<file path="src/rtl/crsg_pkg.sv">
package crsg_pkg;

  localparam int ROWS  = 64;
  localparam int ROW_W = 6;
  localparam int TOP_W = 7;
  localparam int COL_W = 10;

  typedef enum logic [2:0] {
    ST_IDLE,
    ST_SEEK_A,
    ST_RUN_A,
    ST_SEEK_B,
    ST_RUN_B,
    ST_OPEN
  } state_t;

  typedef struct packed {
    logic             fwd;
    logic             bwd;
    logic             open;
    logic [ROW_W-1:0] head;
    logic [COL_W-1:0] x;
    logic             c_en;
    logic [ROW_W-1:0] c_lo;
    logic [ROW_W-1:0] c_hi;
    logic             d_en;
    logic [ROW_W-1:0] d_lo;
    logic [ROW_W-1:0] d_hi;
  } ctrl_t;

endpackage

</file>
<file path="src/rtl/crsg_cell.sv">
module crsg_cell (
  input  logic                        clk,
  input  logic                        rst,
  input  logic [crsg_pkg::ROW_W-1:0]  pos,
  input  crsg_pkg::ctrl_t             ctrl,
  input  logic [crsg_pkg::COL_W-1:0]  from_next,
  input  logic [crsg_pkg::COL_W-1:0]  from_prev,
  output logic [crsg_pkg::COL_W-1:0]  start
);

  logic [crsg_pkg::ROW_W-1:0] cell_row;
  logic                       hit_c;
  logic                       hit_d;

  // row held here follows the head of the ring
  assign cell_row = ctrl.head + pos;
  assign hit_c = ctrl.c_en && (cell_row >= ctrl.c_lo) && (cell_row <= ctrl.c_hi);
  assign hit_d = ctrl.d_en && (cell_row >= ctrl.d_lo) && (cell_row <= ctrl.d_hi);

  always_ff @(posedge clk) begin
    if (rst) begin
      start <= '0;
    end else if (ctrl.open && (hit_c || hit_d)) begin
      start <= ctrl.x;
    end else if (ctrl.fwd) begin
      start <= from_next;
    end else if (ctrl.bwd) begin
      start <= from_prev;
    end
  end

endmodule

</file>
<file path="src/rtl/crsg_ctrl.sv">
module crsg_ctrl (
  input  logic                        clk,
  input  logic                        rst,
  input  logic                        in_valid,
  output logic                        in_ready,
  input  logic [crsg_pkg::COL_W-1:0]  column,
  input  logic [crsg_pkg::TOP_W-1:0]  prev_top,
  input  logic [crsg_pkg::ROW_W-1:0]  prev_bottom,
  input  logic [crsg_pkg::TOP_W-1:0]  cur_top,
  input  logic [crsg_pkg::ROW_W-1:0]  cur_bottom,
  input  logic [crsg_pkg::COL_W-1:0]  head_start,
  output crsg_pkg::ctrl_t             ctrl,
  output logic                        out_valid,
  input  logic                        out_ready,
  output logic [crsg_pkg::ROW_W-1:0]  row,
  output logic [crsg_pkg::COL_W-1:0]  span_begin,
  output logic [crsg_pkg::COL_W-1:0]  span_end,
  output logic                        last
);

  localparam logic [crsg_pkg::TOP_W-1:0] ROWS_T = crsg_pkg::TOP_W'(crsg_pkg::ROWS);
  localparam logic [crsg_pkg::TOP_W-1:0] ONE_T  = crsg_pkg::TOP_W'(1);

  crsg_pkg::state_t state;
  crsg_pkg::state_t state_next;

  logic [crsg_pkg::ROW_W-1:0] head;
  logic [crsg_pkg::COL_W-1:0] x;
  logic [crsg_pkg::ROW_W-1:0] a_lo;
  logic [crsg_pkg::ROW_W-1:0] a_hi;
  logic [crsg_pkg::ROW_W-1:0] b_lo;
  logic [crsg_pkg::ROW_W-1:0] b_hi;
  logic                       b_en;
  logic                       c_en;
  logic [crsg_pkg::ROW_W-1:0] c_lo;
  logic [crsg_pkg::ROW_W-1:0] c_hi;
  logic                       d_en;
  logic [crsg_pkg::ROW_W-1:0] d_lo;
  logic [crsg_pkg::ROW_W-1:0] d_hi;

  // request decode
  logic [crsg_pkg::TOP_W-1:0] t1, b1, t2, b2;
  logic [crsg_pkg::TOP_W-1:0] dq_a_hi, t1n, dq_b_lo, b1n, dq_c_hi, t2n, dq_d_lo;
  logic                       dq_a_en, dq_b_en, dq_c_en, dq_d_en;

  logic                       fwd, bwd, open, emit, emit_last, out_free;
  logic [crsg_pkg::ROW_W-1:0] seek_tgt;
  logic [crsg_pkg::ROW_W-1:0] diff;

  always_comb begin
    t1 = (prev_top >= ROWS_T) ? ROWS_T : prev_top;
    t2 = (cur_top >= ROWS_T) ? ROWS_T : cur_top;
    b1 = {1'b0, prev_bottom};
    b2 = {1'b0, cur_bottom};
    if (b1 >= ROWS_T) b1 = ROWS_T - ONE_T;
    if (b2 >= ROWS_T) b2 = ROWS_T - ONE_T;

    dq_a_en = (t1 < t2) && (t1 <= b1);
    dq_a_hi = ((t2 - ONE_T) < b1) ? (t2 - ONE_T) : b1;
    t1n     = dq_a_en ? (dq_a_hi + ONE_T) : t1;

    dq_b_en = (b1 > b2) && (b1 >= t1n);
    dq_b_lo = ((b2 + ONE_T) > t1n) ? (b2 + ONE_T) : t1n;
    b1n     = dq_b_en ? (dq_b_lo - ONE_T) : b1;

    dq_c_en = (t2 < t1n) && (t2 <= b2);
    dq_c_hi = ((t1n - ONE_T) < b2) ? (t1n - ONE_T) : b2;
    t2n     = dq_c_en ? (dq_c_hi + ONE_T) : t2;

    dq_d_en = (b2 > b1n) && (b2 >= t2n);
    dq_d_lo = ((b1n + ONE_T) > t2n) ? (b1n + ONE_T) : t2n;
  end

  assign out_free = !out_valid || out_ready;
  assign in_ready = (state == crsg_pkg::ST_IDLE);
  assign seek_tgt = (state == crsg_pkg::ST_SEEK_A) ? a_lo : b_hi;
  assign diff     = seek_tgt - head;

  always_ff @(posedge clk) begin
    if (rst) begin
      state <= crsg_pkg::ST_IDLE;
    end else begin
      state <= state_next;
    end
  end

  always_comb begin
    state_next = state;
    fwd        = 1'b0;
    bwd        = 1'b0;
    open       = 1'b0;
    emit       = 1'b0;
    emit_last  = 1'b0;
    case (state)
      crsg_pkg::ST_IDLE: begin
        if (in_valid) begin
          if (dq_a_en) begin
            state_next = crsg_pkg::ST_SEEK_A;
          end else if (dq_b_en) begin
            state_next = crsg_pkg::ST_SEEK_B;
          end else begin
            state_next = crsg_pkg::ST_OPEN;
          end
        end
      end
      crsg_pkg::ST_SEEK_A, crsg_pkg::ST_SEEK_B: begin
        if (diff == '0) begin
          state_next = (state == crsg_pkg::ST_SEEK_A) ? crsg_pkg::ST_RUN_A
                                                       : crsg_pkg::ST_RUN_B;
        end else if (!diff[crsg_pkg::ROW_W-1]) begin
          fwd = 1'b1;
        end else begin
          bwd = 1'b1;
        end
      end
      crsg_pkg::ST_RUN_A: begin
        if (out_free) begin
          emit = 1'b1;
          if (head == a_hi) begin
            emit_last  = !b_en;
            state_next = b_en ? crsg_pkg::ST_SEEK_B : crsg_pkg::ST_OPEN;
          end else begin
            fwd = 1'b1;
          end
        end
      end
      crsg_pkg::ST_RUN_B: begin
        if (out_free) begin
          emit = 1'b1;
          if (head == b_lo) begin
            emit_last  = 1'b1;
            state_next = crsg_pkg::ST_OPEN;
          end else begin
            bwd = 1'b1;
          end
        end
      end
      crsg_pkg::ST_OPEN: begin
        open       = 1'b1;
        state_next = crsg_pkg::ST_IDLE;
      end
      default: begin
        state_next = crsg_pkg::ST_IDLE;
      end
    endcase
  end

  always_ff @(posedge clk) begin
    if (rst) begin
      head <= '0;
    end else if (fwd) begin
      head <= head + crsg_pkg::ROW_W'(1);
    end else if (bwd) begin
      head <= head - crsg_pkg::ROW_W'(1);
    end
  end

  always_ff @(posedge clk) begin
    if (in_valid && in_ready) begin
      x    <= column;
      a_lo <= t1[crsg_pkg::ROW_W-1:0];
      a_hi <= dq_a_hi[crsg_pkg::ROW_W-1:0];
      b_en <= dq_b_en;
      b_lo <= dq_b_lo[crsg_pkg::ROW_W-1:0];
      b_hi <= b1[crsg_pkg::ROW_W-1:0];
      c_en <= dq_c_en;
      c_lo <= t2[crsg_pkg::ROW_W-1:0];
      c_hi <= dq_c_hi[crsg_pkg::ROW_W-1:0];
      d_en <= dq_d_en;
      d_lo <= dq_d_lo[crsg_pkg::ROW_W-1:0];
      d_hi <= b2[crsg_pkg::ROW_W-1:0];
    end
  end

  always_ff @(posedge clk) begin
    if (rst) begin
      out_valid <= 1'b0;
    end else if (emit) begin
      out_valid <= 1'b1;
    end else if (out_ready) begin
      out_valid <= 1'b0;
    end
  end

  always_ff @(posedge clk) begin
    if (emit) begin
      row        <= head;
      span_begin <= head_start;
      span_end   <= x;
      last       <= emit_last;
    end
  end

  always_comb begin
    ctrl.fwd  = fwd;
    ctrl.bwd  = bwd;
    ctrl.open = open;
    ctrl.head = head;
    ctrl.x    = x;
    ctrl.c_en = c_en;
    ctrl.c_lo = c_lo;
    ctrl.c_hi = c_hi;
    ctrl.d_en = d_en;
    ctrl.d_lo = d_lo;
    ctrl.d_hi = d_hi;
  end

endmodule

</file>
<file path="src/rtl/column_to_row_span_generator.sv">
// steps: take a request, rotate the row ring to the first closing row, emit the top run's
// spans, seek the bottom run and emit its spans, then open newly covered rows; an empty run
// is skipped; spans go out one per cycle while the output is free, and a new column is taken
// only in idle, after the last is done; the ring of row cells moves at most one row per cycle
// reset: synchronous; all row starts clear to zero, ring head at row 0, no span pending
module column_to_row_span_generator (
  input  logic                        clk,
  input  logic                        rst,
  input  logic                        in_valid,
  output logic                        in_ready,
  input  logic [crsg_pkg::COL_W-1:0]  column,
  input  logic [crsg_pkg::TOP_W-1:0]  prev_top,
  input  logic [crsg_pkg::ROW_W-1:0]  prev_bottom,
  input  logic [crsg_pkg::TOP_W-1:0]  cur_top,
  input  logic [crsg_pkg::ROW_W-1:0]  cur_bottom,
  output logic                        out_valid,
  input  logic                        out_ready,
  output logic [crsg_pkg::ROW_W-1:0]  row,
  output logic [crsg_pkg::COL_W-1:0]  span_begin,
  output logic [crsg_pkg::COL_W-1:0]  span_end,
  output logic                        last
);

  localparam int CELLS = crsg_pkg::ROWS;

  crsg_pkg::ctrl_t            ctrl;
  logic [crsg_pkg::COL_W-1:0] starts [CELLS];

  crsg_ctrl u_ctrl (
    .clk         (clk),
    .rst         (rst),
    .in_valid    (in_valid),
    .in_ready    (in_ready),
    .column      (column),
    .prev_top    (prev_top),
    .prev_bottom (prev_bottom),
    .cur_top     (cur_top),
    .cur_bottom  (cur_bottom),
    .head_start  (starts[0]),
    .ctrl        (ctrl),
    .out_valid   (out_valid),
    .out_ready   (out_ready),
    .row         (row),
    .span_begin  (span_begin),
    .span_end    (span_end),
    .last        (last)
  );

  for (genvar k = 0; k < CELLS; k++) begin : g_cell
    localparam int NEXT = (k + 1) % CELLS;
    localparam int PREV = (k + CELLS - 1) % CELLS;
    crsg_cell u_cell (
      .clk       (clk),
      .rst       (rst),
      .pos       (crsg_pkg::ROW_W'(k)),
      .ctrl      (ctrl),
      .from_next (starts[NEXT]),
      .from_prev (starts[PREV]),
      .start     (starts[k])
    );
  end

endmodule

</file>
<file path="config.mk">
export PLATFORM = sky130hd
export DESIGN_NAME = column_to_row_span_generator
export DESIGN_NICKNAME = d
export VERILOG_FILES = /design/src/rtl/crsg_pkg.sv /design/src/rtl/crsg_cell.sv /design/src/rtl/crsg_ctrl.sv /design/src/rtl/column_to_row_span_generator.sv
export SDC_FILE = /design/constraint.sdc
export NUM_CORES = 2
export LEC_CHECK = 0
export ABC_AREA = 1
export BUFFER_PORTS_ARGS = -buffer_cell sky130_fd_sc_hd__buf_2
export CAP_MARGIN = 25
export CORE_MARGIN = 3
export CORE_UTILIZATION = 55
export CTS_CLUSTER_DIAMETER = 150
export DETAILED_ROUTE_END_ITERATION = 8
export PLACE_DENSITY_LB_ADDON = 0.25
export SKIP_CTS_REPAIR_TIMING = 1
export SLEW_MARGIN = 20
export SYNTH_ARGS = -nofsm -noshare
export SYNTH_HDL_FRONTEND = slang
export SYNTH_SLANG_ARGS = --single-unit
export TNS_END_PERCENT = 100
</file>
<file path="constraint.sdc">
create_clock -name clk -period 8.1 [get_ports clk]
set_input_delay 0.405 -clock clk [delete_from_list [all_inputs] [get_ports clk]]
set_output_delay 0.405 -clock clk [all_outputs]
set_load 0.03 [all_outputs]
</file>
==> impl_results.md <==
- Worst-path fanout max: 10
- Routed via count: 56200
- Min Tclk post-route: 6.96 ns
- Hold Crit Class: input port to flip-flop
- Starting Density: 55.6%
- Post-synth EDFFs: 88
- Initial antenna violation count: 2
- Slew Limit Headroom: 26.1%
- Insertion delay to the later sink of the worst-skew pair: 0.70 ns
- Hold endpoint: u_ctrl.b_hi[5]
- Syn_nets: 9230
- Max Slew Vio Count: 0
- Die X: 327 µm
- DRC: 0
- Global-route wire length before repair: 287000 µm
- DPL Wire Length: 122000 µm
- Final global-route overflow total: 0
- Worst slew pin tran: 1.11 ns
- Reg-to-reg startpoint: u_ctrl.state[0]
- R2r endpoint: g_cell[31].u_cell.start[1]
- Initial DRC count: 6183
- Kind of critical path: input port to flip-flop
- RSZ-0062 raised after global routing: no
- Yosys warns: 0
- Worst-case clock buffer depth: 3
- Drt wl/cell: 18.5 µm
- Reg2reg path depth: 19
- CP dominant cell by count: ha_1
- Commonest non-fill, non-tap cells in the layout: 2503 x nand2_1, 1673 x inv_1, 650 x dfxtp_1, 602 x ha_1, 465 x nor2_1
- CP Data Arrival Time: 7.35 ns
- Share of cells above drive strength 1: 4.34%
- CTS tree: built
- Die area: 107000 µm²
- Clock slew at reported path FFs: 0.06 ns
- Hold Path Stages: 1
- Final setup vio count: 0
- Crit-path slowest cell: o21ai_1
- Unique cell type count in the Yosys netlist: 60
- Worst path bufs/invs: 7
- Core ar.: 102000 µm²
- Max Cap Violations: 0
- GP Congestion: 0.939
- R2r setup slk: 2.38 ns
- #FFs+latches synth: 738
- TritonCTS buffer count: 85
- CTS root buf: clkbuf_16
- Status: finished clean
- Row cnt: 117
- Nature of the critical path endpoint: flip-flop
- Largest net degree at the start of global routing: 237
- IO Pins: 69
- Cells after synthesis: 8587
- Critical path launch point type: input port
- Family with the most delay on the worst path: compound AO/OA/AOI/OAI gates
- Vias in the first global route: 52400
- Commonest non-fill, non-tap cell in the layout: nand2_1
- FMAX: 144 MHz
- First-pass DRT Iterations: 6
- WHS: 0.0358 ns
- Fin crit share: 85.9%
- Primary FF master, synth: dfxtp_1
- Fin. Hold Viols: 0
- Required time of the critical path: 8.50 ns
- Layout Area Growth over Synthesis: 7.22%
- Final setup skew: 0.0457 ns
- Fraction of registers with async set or reset after synthesis: 0%
- Ant diodes: 0
- Crit-path max cell delay: 0.35 ns
- Die Y: 327 µm
- Hold_sp: prev_bottom[5]
- Layout fillers: 9713
- DR vias/cell: 5.73
- Sequential element share of the synthesized area: 27.6%
- IO buf count: 68
- Setup TNS: 0 ns
- DRT antenna net count: 0
- Fin nets: 9008
- Total global-route track usage: 32.8%
- Syn_area_per_cell: 6.61 µm²
- H-tree depth: 3
- # clock sinks: 738
- Netlist Area Pre-Place: 56800 µm²
- WL final: 181000 µm
-- synthesized netlist by cell type, types with 4 or more instances --
library cell / instances / area share (%)
o21bai_1: 80 / 1.1
o311ai_0: 43 / 0.66
ha_1: 602 / 13
nand2_1: 2504 / 17
or2_2: 5 / 0.055
clkinv_1: 16 / 0.11
o32ai_1: 8 / 0.12
inv_1: 1677 / 11
nor2_1: 467 / 3.1
edfxtp_1: 88 / 4.7
o22ai_1: 122 / 1.3
inv_2: 10 / 0.066
nand3_1: 280 / 2.5
nor2_2: 10 / 0.11
o21ai_0: 411 / 3.6
buf_1: 80 / 0.53
o211ai_1: 328 / 4.3
xnor2_1: 6 / 0.093
clkbuf_1: 358 / 2.4
mux2_2: 4 / 0.079
o21ai_2: 5 / 0.077
nor2_4: 4 / 0.079
o21a_1: 17 / 0.22
a31oi_1: 7 / 0.077
xor2_1: 48 / 0.74
nand4_1: 11 / 0.12
nand2_4: 6 / 0.12
nand2_2: 24 / 0.26
mux2i_1: 48 / 0.85
a21oi_1: 202 / 1.8
buf_2: 14 / 0.12
dfxtp_1: 650 / 23
o21ai_1: 7 / 0.062
a21o_1: 7 / 0.093
o221ai_1: 399 / 6.2
-- through the flow --
step | instances | utilization [%] | setup slack, ns | area [µm²]
global route | 9803 | 59.6 | 0.504 | 60900
detailed placement | 9635 | 56.6 | 0.468 | 57800
finish | 9803 | 59.6 | 1.14 | 60900
floorplan | 8587 | - | 1.72 | 56800
CTS | 9792 | 59.5 | 1.18 | 60700
global placement | 9634 | 56.6 | 0.497 | 57800
-- cell type report --
cell class / count / area, µm² / share of cell area, %
inverter: 1705 / 6430 / 10.6
clock inverter: 51 / 626 / 1.03
clock buffer: 106 / 2330 / 3.82
tap: 1368 / 1710 / 2.81
multi-input combinational: 5689 / 33000 / 54.2
sequential: 738 / 15700 / 25.7
timing repair buffer: 146 / 1110 / 1.82
-- flip-flops by register name, summed over array words and instances (netlist names) --
name and flops:
u_ctrl.b_lo 6, u_ctrl.span_begin 10, u_ctrl.c_en 1, u_ctrl.a_lo 6, u_ctrl.x 10, u_ctrl.c_hi 6
u_ctrl.last 1, u_ctrl.a_hi 6, u_ctrl.b_en 1, u_ctrl.span_end 10, u_ctrl.d_hi 6, u_ctrl.state 3
u_ctrl.d_lo 6, u_ctrl.c_lo 6, u_ctrl.b_hi 6, u_ctrl.head 6, u_ctrl.row 6, u_ctrl.d_en 1
u_ctrl.out_valid 1, g_cell.u_cell.start 640
-- worst max-delay path by stage --
stage / from / endpoint / slack [ns] / cells after the start
detailed placement: cur_top[6] / u_ctrl.d_lo[2] / 0.47 / 43
CTS: cur_top[6] / u_ctrl.d_lo[2] / 1.18 / 43
global route: cur_top[6] / u_ctrl.d_lo[0] / 0.50 / 42
finish: cur_top[6] / u_ctrl.d_lo[2] / 1.14 / 42
floorplan: cur_top[6] / u_ctrl.d_lo[0] / 1.72 / 43
global placement: cur_top[6] / u_ctrl.d_lo[5] / 0.50 / 43
-- layer usage --
metal  share of wire (%)  track usage [%]
met1                  43             43.2
met2                  45             53.3
met3                 7.3             4.32
met4                 4.6             15.0
met5              0.0072                0
-- cells by family after synthesis --
group	Yosys count	share of synthesized area, %
compound gates	1650	19.8
xor+xnor	54	0.833
fa+ha+maj	603	13.3
buf+inv	2160	14.3
flops	738	27.6
mux	52	0.926
simple gates	3330	23.2
Power is left out: the tool's default activity adds up to more than one toggle a clock period on the data nets, which glitch-free logic cannot reach.
